`src/hw/rtl/trial_division_prime_test_top_macros.svh`:
```
// assertion macros for the trial division prime test
`ifndef TRIAL_DIVISION_PRIME_TEST_TOP_MACROS_SVH
`define TRIAL_DIVISION_PRIME_TEST_TOP_MACROS_SVH

// same-cycle implication, reset masked
`define TDP_ASSERT_NOW(lbl, ante, cons, msg) \
  lbl: assert property (@(posedge clk_i) disable iff (!rst_ni) (ante) |-> (cons)) \
    else $error(msg);

// next-cycle implication, reset masked
`define TDP_ASSERT_NEXT(lbl, ante, cons, msg) \
  lbl: assert property (@(posedge clk_i) disable iff (!rst_ni) (ante) |=> (cons)) \
    else $error(msg);

`endif

```
`src/hw/rtl/tdp_pkg.sv`:
```
// shared types and constants for the trial division prime test
package tdp_pkg;

  localparam int unsigned NumWidthDefault = 24;
  localparam int unsigned FirstDivisor    = 3;
  localparam int unsigned DivisorStep     = 2;

  typedef struct packed {
    logic load;
    logic start_div;
    logic div_step;
    logic next_div;
  } tdp_cmd_t;

  typedef struct packed {
    logic n_lt2;
    logic n_two;
    logic n_even;
    logic sq_gt_n;
    logic div_last;
    logic rem_zero;
  } tdp_stat_t;

endpackage

```
`src/hw/rtl/tdp_if.sv`:
```
// handshake channel interfaces for candidate and result items
interface tdp_cand_if #(
  parameter int unsigned NUM_WIDTH = 24
);
  logic                 valid;
  logic                 ready;
  logic [NUM_WIDTH-1:0] candidate;

  modport source (output valid, output candidate, input ready);
  modport sink   (input valid, input candidate, output ready);
endinterface

interface tdp_result_if;
  logic valid;
  logic ready;
  logic is_prime;

  modport source (output valid, output is_prime, input ready);
  modport sink   (input valid, input is_prime, output ready);
endinterface

```
`src/hw/rtl/tdp_datapath.sv`:
```
// datapath: candidate, odd divisor, its square and a bit-serial remainder unit
`include "trial_division_prime_test_top_macros.svh"

module tdp_datapath #(
  parameter int unsigned NUM_WIDTH = 24
) (
  input  logic                 clk_i,
  input  logic                 rst_ni,
  input  tdp_pkg::tdp_cmd_t    cmd_i,
  input  logic [NUM_WIDTH-1:0] candidate_i,
  output tdp_pkg::tdp_stat_t   stat_o
);
  import tdp_pkg::*;

  localparam int unsigned DW = NUM_WIDTH / 2 + 2;
  localparam int unsigned SW = 2 * DW;
  localparam int unsigned IW = $clog2(NUM_WIDTH);

  logic [NUM_WIDTH-1:0] n_q, n_d;
  logic [DW-1:0]        d_q, d_d;
  logic [SW-1:0]        sq_q, sq_d;
  logic [DW-1:0]        r_q, r_d;
  logic [IW-1:0]        idx_q, idx_d;
  logic [DW:0]          r_shift;
  logic [DW:0]          r_sub;

  assign r_shift = {r_q, n_q[idx_q]};
  assign r_sub   = r_shift - {1'b0, d_q};

  always_comb begin
    n_d   = n_q;
    d_d   = d_q;
    sq_d  = sq_q;
    r_d   = r_q;
    idx_d = idx_q;
    if (cmd_i.load) begin
      n_d  = candidate_i;
      d_d  = DW'(FirstDivisor);
      sq_d = SW'(FirstDivisor * FirstDivisor);
      r_d  = '0;
    end
    if (cmd_i.start_div) begin
      r_d   = '0;
      idx_d = IW'(NUM_WIDTH - 1);
    end
    if (cmd_i.div_step) begin
      if (r_shift >= {1'b0, d_q}) begin
        r_d = r_sub[DW-1:0];
      end else begin
        r_d = r_shift[DW-1:0];
      end
      idx_d = idx_q - IW'(1);
    end
    if (cmd_i.next_div) begin
      // (d + 2)^2 = d^2 + 4d + 4
      d_d  = d_q + DW'(DivisorStep);
      sq_d = sq_q + {{(SW-DW-2){1'b0}}, d_q, 2'b00} + SW'(DivisorStep * DivisorStep);
    end
  end

  always_ff @(posedge clk_i or negedge rst_ni) begin
    if (!rst_ni) begin
      n_q   <= '0;
      d_q   <= DW'(FirstDivisor);
      sq_q  <= SW'(FirstDivisor * FirstDivisor);
      r_q   <= '0;
      idx_q <= '0;
    end else begin
      n_q   <= n_d;
      d_q   <= d_d;
      sq_q  <= sq_d;
      r_q   <= r_d;
      idx_q <= idx_d;
    end
  end

  assign stat_o.n_lt2    = (n_q[NUM_WIDTH-1:1] == '0);
  assign stat_o.n_two    = (n_q == NUM_WIDTH'(2));
  assign stat_o.n_even   = ~n_q[0];
  assign stat_o.sq_gt_n  = (sq_q > SW'(n_q));
  assign stat_o.div_last = (idx_q == '0);
  assign stat_o.rem_zero = (r_q == '0);

  `TDP_ASSERT_NOW(a_rem_below_div, 1'b1, r_q < d_q, "remainder not below divisor")
  `TDP_ASSERT_NOW(a_div_odd, 1'b1, d_q[0], "divisor became even")
  `TDP_ASSERT_NOW(a_sq_track, 1'b1, sq_q == SW'(d_q) * SW'(d_q), "square out of step")

endmodule

```
`src/hw/rtl/tdp_ctrl.sv`:
```
// controller: sequences the checks, the remainder passes and the result register
`include "trial_division_prime_test_top_macros.svh"

module tdp_ctrl (
  input  logic               clk_i,
  input  logic               rst_ni,
  input  logic               in_valid_i,
  output logic               in_ready_o,
  output logic               out_valid_o,
  input  logic               out_ready_i,
  output logic               is_prime_o,
  output tdp_pkg::tdp_cmd_t  cmd_o,
  input  tdp_pkg::tdp_stat_t stat_i
);
  import tdp_pkg::*;

  typedef enum logic [2:0] {
    S_IDLE,
    S_CHECK,
    S_DIV,
    S_TEST,
    S_DONE
  } state_e;

  state_e st_q, st_d;
  logic   verdict_q, verdict_d;
  logic   out_valid_q, out_valid_d;
  logic   is_prime_q, is_prime_d;
  logic   out_free;

  assign in_ready_o  = (st_q == S_IDLE);
  assign out_valid_o = out_valid_q;
  assign is_prime_o  = is_prime_q;
  assign out_free    = ~out_valid_q | out_ready_i;

  always_comb begin
    st_d        = st_q;
    verdict_d   = verdict_q;
    out_valid_d = out_valid_q & ~out_ready_i;
    is_prime_d  = is_prime_q;
    cmd_o       = '0;
    unique case (st_q)
      S_IDLE: begin
        if (in_valid_i) begin
          cmd_o.load = 1'b1;
          st_d       = S_CHECK;
        end
      end
      S_CHECK: begin
        if (stat_i.n_lt2 || (stat_i.n_even && !stat_i.n_two)) begin
          verdict_d = 1'b0;
          st_d      = S_DONE;
        end else if (stat_i.n_two || stat_i.sq_gt_n) begin
          verdict_d = 1'b1;
          st_d      = S_DONE;
        end else begin
          cmd_o.start_div = 1'b1;
          st_d            = S_DIV;
        end
      end
      S_DIV: begin
        cmd_o.div_step = 1'b1;
        if (stat_i.div_last) begin
          st_d = S_TEST;
        end
      end
      S_TEST: begin
        if (stat_i.rem_zero) begin
          verdict_d = 1'b0;
          st_d      = S_DONE;
        end else begin
          cmd_o.next_div = 1'b1;
          st_d           = S_CHECK;
        end
      end
      S_DONE: begin
        if (out_free) begin
          out_valid_d = 1'b1;
          is_prime_d  = verdict_q;
          st_d        = S_IDLE;
        end
      end
      default: st_d = S_IDLE;
    endcase
  end

  always_ff @(posedge clk_i or negedge rst_ni) begin
    if (!rst_ni) begin
      st_q        <= S_IDLE;
      verdict_q   <= 1'b0;
      out_valid_q <= 1'b0;
      is_prime_q  <= 1'b0;
    end else begin
      st_q        <= st_d;
      verdict_q   <= verdict_d;
      out_valid_q <= out_valid_d;
      is_prime_q  <= is_prime_d;
    end
  end

  `TDP_ASSERT_NEXT(a_busy_after_accept, in_valid_i && in_ready_o, !in_ready_o,
                   "item accepted while busy")
  `TDP_ASSERT_NEXT(a_done_posts, st_q == S_DONE && out_free, out_valid_q,
                   "finished item not posted")
  `TDP_ASSERT_NEXT(a_div_to_test, st_q == S_DIV && stat_i.div_last, st_q == S_TEST,
                   "remainder pass overran")

endmodule

```
`src/hw/rtl/trial_division_prime_test_top.sv`:
```
// top level of the trial division prime test
// Tests one unsigned candidate per item and returns one is_prime flag. Zero and
// one give 0, two gives 1, other even values give 0; such flags are decided in
// S_CHECK and pass through S_DONE into the output register. An odd candidate n
// is divided by 3, 5, 7, ... while d*d <= n; each odd divisor takes one pass of
// the bit-serial remainder unit, which takes one bit of n per cycle, so a prime
// near 2^NUM_WIDTH needs about 2^(NUM_WIDTH/2) / 2 such passes.
// One item is in work at a time; a new item is taken while the previous result
// still waits in the output register.
module trial_division_prime_test_top #(
  parameter int unsigned NUM_WIDTH = tdp_pkg::NumWidthDefault
) (
  input  logic         clk_i,
  input  logic         rst_ni,
  tdp_cand_if.sink     cand_i,
  tdp_result_if.source result_o
);
  import tdp_pkg::*;

  tdp_cmd_t  cmd;
  tdp_stat_t stat;

  tdp_ctrl u_ctrl (
    .clk_i       (clk_i),
    .rst_ni      (rst_ni),
    .in_valid_i  (cand_i.valid),
    .in_ready_o  (cand_i.ready),
    .out_valid_o (result_o.valid),
    .out_ready_i (result_o.ready),
    .is_prime_o  (result_o.is_prime),
    .cmd_o       (cmd),
    .stat_i      (stat)
  );

  tdp_datapath #(
    .NUM_WIDTH (NUM_WIDTH)
  ) u_datapath (
    .clk_i       (clk_i),
    .rst_ni      (rst_ni),
    .cmd_i       (cmd),
    .candidate_i (cand_i.candidate),
    .stat_o      (stat)
  );

endmodule

```
`src/flat_wrapper.sv`:
```
// flat-port wrapper written by rule: the top's interface ports become plain ports
module trial_division_prime_test_top_flat import tdp_pkg::*;
#(
  parameter int unsigned NUM_WIDTH = tdp_pkg::NumWidthDefault
)
  (clk_i, rst_ni, cand_i_valid, cand_i_candidate, cand_i_ready, result_o_valid, result_o_is_prime, result_o_ready);
  tdp_cand_if #(.NUM_WIDTH(NUM_WIDTH)) cand_i_i ();
  tdp_result_if result_o_i ();
  input  logic clk_i;
  input  logic rst_ni;
  input wire logic [$bits(cand_i_i.valid)-1:0] cand_i_valid;
  input wire logic [$bits(cand_i_i.candidate)-1:0] cand_i_candidate;
  output wire logic [$bits(cand_i_i.ready)-1:0] cand_i_ready;
  output wire logic [$bits(result_o_i.valid)-1:0] result_o_valid;
  output wire logic [$bits(result_o_i.is_prime)-1:0] result_o_is_prime;
  input wire logic [$bits(result_o_i.ready)-1:0] result_o_ready;
  assign cand_i_i.valid = cand_i_valid;
  assign cand_i_i.candidate = cand_i_candidate;
  assign cand_i_ready = cand_i_i.ready;
  assign result_o_valid = result_o_i.valid;
  assign result_o_is_prime = result_o_i.is_prime;
  assign result_o_i.ready = result_o_ready;
  trial_division_prime_test_top #(.NUM_WIDTH(NUM_WIDTH)) u_core (.clk_i(clk_i), .rst_ni(rst_ni), .cand_i(cand_i_i), .result_o(result_o_i));
endmodule
```
`config.mk`:
```
export PLATFORM = sky130hd
export DESIGN_NAME = trial_division_prime_test_top_flat
export DESIGN_NICKNAME = d
export VERILOG_FILES = /design/src/hw/rtl/tdp_pkg.sv /design/src/hw/rtl/tdp_if.sv /design/src/hw/rtl/tdp_datapath.sv /design/src/hw/rtl/tdp_ctrl.sv /design/src/hw/rtl/trial_division_prime_test_top.sv /design/src/flat_wrapper.sv
export VERILOG_INCLUDE_DIRS = /design/src /design/src/hw/rtl
export SDC_FILE = /design/constraint.sdc
export NUM_CORES = 1
export LEC_CHECK = 0
export ABC_AREA = 1
export BUFFER_PORTS_ARGS = -buffer_cell sky130_fd_sc_hd__buf_2
export CAP_MARGIN = 20
export CORE_UTILIZATION = 45
export DETAILED_ROUTE_END_ITERATION = 10
export PLACE_DENSITY = 0.65
export SETUP_SLACK_MARGIN = 0.2
export SYNTH_ARGS = -nofsm -noshare
export SYNTH_HDL_FRONTEND = slang
export SYNTH_SLANG_ARGS = --single-unit
```
`constraint.sdc`:
```
create_clock -name clk_i -period 2.58 [get_ports clk_i]
set_input_delay 0.129 -clock clk_i [delete_from_list [all_inputs] [get_ports clk_i]]
set_output_delay 0.129 -clock clk_i [all_outputs]
set_load 0.1 [all_outputs]
```
==> flow_summary.ini <==
[grt]
grt_pass1_wl_mm = 28.2
grt_use_total_pct = 24.3
grt_max_degree = 49
grt-ovfl-total = 0
antenna_found_initial = 0
grt_pass1_vias = 5660

[drt]
drt_iter0_drc = 385
drt_wl_total_mm = 17.7
post_drt_wl_per_cell_um = 15.1
vias = 6236
drc = 0
vias_per_cell = 5.32
firstDrtPassIters = 5
detail-route-antenna-nets = 0

[outcome]
violations = negative setup slack
status = finished with violations

[synth]
synth_top_area_cell = dfrtp_1
synth-seq-area-share_pct = 33.8
syn_inst = 897
synth_cell_types = 43
synth.area.top_cells = dfrtp_1 33%, ha_1 13%, nand2_1 13%, inv_1 5.9%, o21ai_0 5.2%
synth-edff-count = 0
synth_most_common_cell = nand2_1
synth_top_area_share_pct = 32.6
synth.ff_latch_count = 89
syn_area_mm2 = 0.00660
synth_fp_nets = 995
yosys_warnings = 0
ys.flop_type = dfrtp_1
async_flop_share_pct = 100
synthTopCellsByCount = 223 x nand2_1, 103 x inv_1, 86 x dfrtp_1
synth_area_per_cell_um2 = 7.36

[cts]
clk_path_buf_depth = 2
cts-root-buf = clkbuf_16
cts-htree-levels = 3
cts_tree = built
cts_buffers = 9
clk_pin_slew_ps = 60
clkLatencyLatePin_ps = 350
clock-sinks = 89

[final_layout]
multi_input_area_mm2 = 0.00420
stdcell_count = 1172
drive_above_1_share_pct = 19.7
seq_area_mm2 = 0.00223
final_area_mm2 = 0.00817
antenna_cells = 0
synthToLayoutAreaGrowth_pct = 23.7
nNetsFinal = 1085
n_fill_cell = 1311

[setup_path]
critPathMaxStageDelay_ps = 470
r2r_start = u_core.u_datapath.idx_q[0]
cp.required_ps = 2820
path_common_cell = nand2_2
timing.rr.end = u_core.u_datapath.r_q[8]
crit_type = flop to flop
worst-r2r-setup-slack_ps = -140
arrival_ps = 2950
path_depth = 19
cp-end-kind = flop
slowest_stage = dfrtp_2
worstPathMaxFanout = 7
critPathBufInv = 4
critPathLaunchType = flop
reg2reg_depth = 19
path_delay_family = simple AND/OR/NAND/NOR gates
crit_chain = buf_4 > a21oi_1 > o21ai_0 > nand3_1 > nand4_1 > and2_4 > ha_4 > inv_4 > buf_4 > nand3_2 > nand2_2 > nand2_2 > nand2_2 > nand3_2 > nand3_4 > clkbuf_16 > nand2_1 > o211ai_1 > nand2_1

[die]
rows = 43
die_area_mm2 = 0.0152
io_pins = 31
fp.dieW_um = 123
die_y_um = 123
start_util_pct = 46.8
coreArea_mm2 = 0.0141

[flow_run]
maxCapViolations = 0

[timing]
min_period_over_period_pct = 105
fmax_mhz = 368
slew_violations = 0
skew_ps = 7.38
holdWs_ps = 14.1
worstMarginPinSlew_ps = 589
setup_slack_ps = -136
finalHoldViolCount = 0
relSlewSlack_pct = 60.7
finalCriticalPeriod_ps = 2720
rsz0062_at_grt = yes
setup_violations = 14

[pwr]
ir_worst_vdd_mv = 0.479
seq_power_share_pct = 24.7
clockPowerShare_pct = 15.9
internal-power_w = 0.00456
power_w = 0.00837
power_frac_comb_pct = 59.4
p_per_area_mw_per_mm2 = 1020
p_leak_nw = 4.04
p_sw_share_pct = 45.5
p_sw_w = 0.00381

[worst_hold_path]
whs_path_depth = 3
min_to = u_core.u_datapath.n_q[14]
hold_path_startpoint = cand_i_candidate[14]
hold_path.class = input port to flop

[placement]
post-place-ws_ps = -185
gp_congestion = 0.896
dp.cells = 1130
dpl.hpwl_mm = 13.1
placed_area_mm2 = 0.00725
io_buffers = 30
==> worst reg2reg max path, stage by stage (launching register included) <==
cell	delay, ps
dfrtp_2	470
buf_4	180
a21oi_1	120
o21ai_0	90
nand3_1	90
nand4_1	170
and2_4	220
ha_4	160
inv_4	50
buf_4	100
nand3_2	60
nand2_2	100
nand2_2	60
nand2_2	80
nand3_2	80
nand3_4	170
clkbuf_16	170
nand2_1	60
o211ai_1	80
nand2_1	70
==> timing repair <==
action                     4_1_cts  5_1_grt
resized for setup               36       68
hold endpoints to repair        54        0
hold buffers                    15        0
pin swaps                       17       22
setup buffers                    4        6
setup endpoints to repair       27       32
gates cloned                     0        1
==> worst max-delay path by stage <==
stage | end | from | slack (ps)
after CTS | u_core.u_datapath.r_q[10] | u_core.u_datapath.idx_q[0] | -70
final | u_core.u_datapath.r_q[8] | u_core.u_datapath.idx_q[0] | -140
after global placement | u_core.u_datapath.r_q[10] | u_core.u_datapath.idx_q[0] | -120
after floorplan | u_core.u_datapath.r_q[10] | u_core.u_datapath.idx_q[0] | 80
after detailed placement | u_core.u_datapath.r_q[10] | u_core.u_datapath.idx_q[0] | -190
after global routing | u_core.u_datapath.r_q[8] | u_core.u_datapath.idx_q[0] | -380
==> layout make-up <==
cell class | count | share of cell area (%)
well taps | 180 | 2.76
inverters | 108 | 5.06
clock inverters | 4 | 0.659
multi-input cells | 676 | 51.4
flip-flops and latches | 89 | 27.4
clock buffers | 12 | 2.90
repair buffers | 103 | 9.88
==> power by group through the flow <==
stage / logic [W] / clock network [W] / registers, W
finish: 0.00497 / 0.00133 / 0.00207
global route: 0.00553 / 0.00142 / 0.00211
CTS: 0.00436 / 0.00136 / 0.00206
detailed placement: 0.00418 / 0 / 0.00207
global placement: 0.00415 / 0 / 0.00207
floorplan: 0.00282 / 0 / 0.00206
==> through the flow <==
step | TNS (ps) | util [%]
6_report | -1390 | 57.9
5_1_grt | -4520 | 57.9
4_1_cts | -434 | 55.5
3_5_place_dp | -2410 | 51.5
3_3_place_gp | -1580 | 51.5
2_1_floorplan | 0 | -
==> cell usage in the layout, fill, tap and decap left out, types with 4 or more instances in the layout <==
master         Yosys  final
nand2_1          223    208
inv_1            103     95
dfrtp_1           86     84
ha_1              68     58
nor2_1            55     54
nand3_1           64     51
o21ai_0           69     51
buf_4              4     49
a21oi_1           58     43
nand4_1           31     31
buf_2             12     29
o21ai_1           10     25
nor3_1            17     17
nand2_2            2     15
dlygate4sd3_1      0     15
a21oi_2            1     13
nand3_2            2     13
xor2_1            11     11
clkbuf_16          0     10
inv_2              3      9
o22ai_1            9      9
xnor2_1           10      8
a21o_1             7      7
ha_4               0      7
buf_6              1      7
nor4_1             6      6
o211ai_1           5      5
o21ai_2            2      4
a31oi_1            4      4
==> per-layer routing <==
metal / up-vias / GRT usage [%] / share of wire (%)
met2: 160 / 38.2 / 45
met4: 0 / 9.04 / 2.2
met3: 29 / 3.00 / 4.1
met5: - / 0 / 0
met1: 2851 / 34.2 / 49
li1: 3196 / - / -
==> registers in the layout (all words and copies together) (netlist names) <==
register,flops
u_core.u_datapath.idx_q,5
u_core.u_ctrl.out_valid_o,1
u_core.u_datapath.d_q,13
u_core.u_datapath.n_q,24
u_core.u_ctrl.is_prime_o,1
u_core.u_datapath.r_q,14
u_core.u_datapath.sq_q,27
u_core.u_ctrl.verdict_q,1
u_core.u_ctrl.st_q,3
==> cell families after synthesis <==
| family | share of synthesized area, % |
|---|---|
| multiplexers | 0.171 |
| flip-flops | 33.8 |
| adder cells (fa/ha/maj) | 13.5 |
| AND/OR/NAND/NOR | 27.7 |
| XOR/XNOR | 2.79 |
| AO/OA/AOI/OAI | 14.0 |
| buffers and inverters | 8.08 |
(Power assumes the default switching activity.)
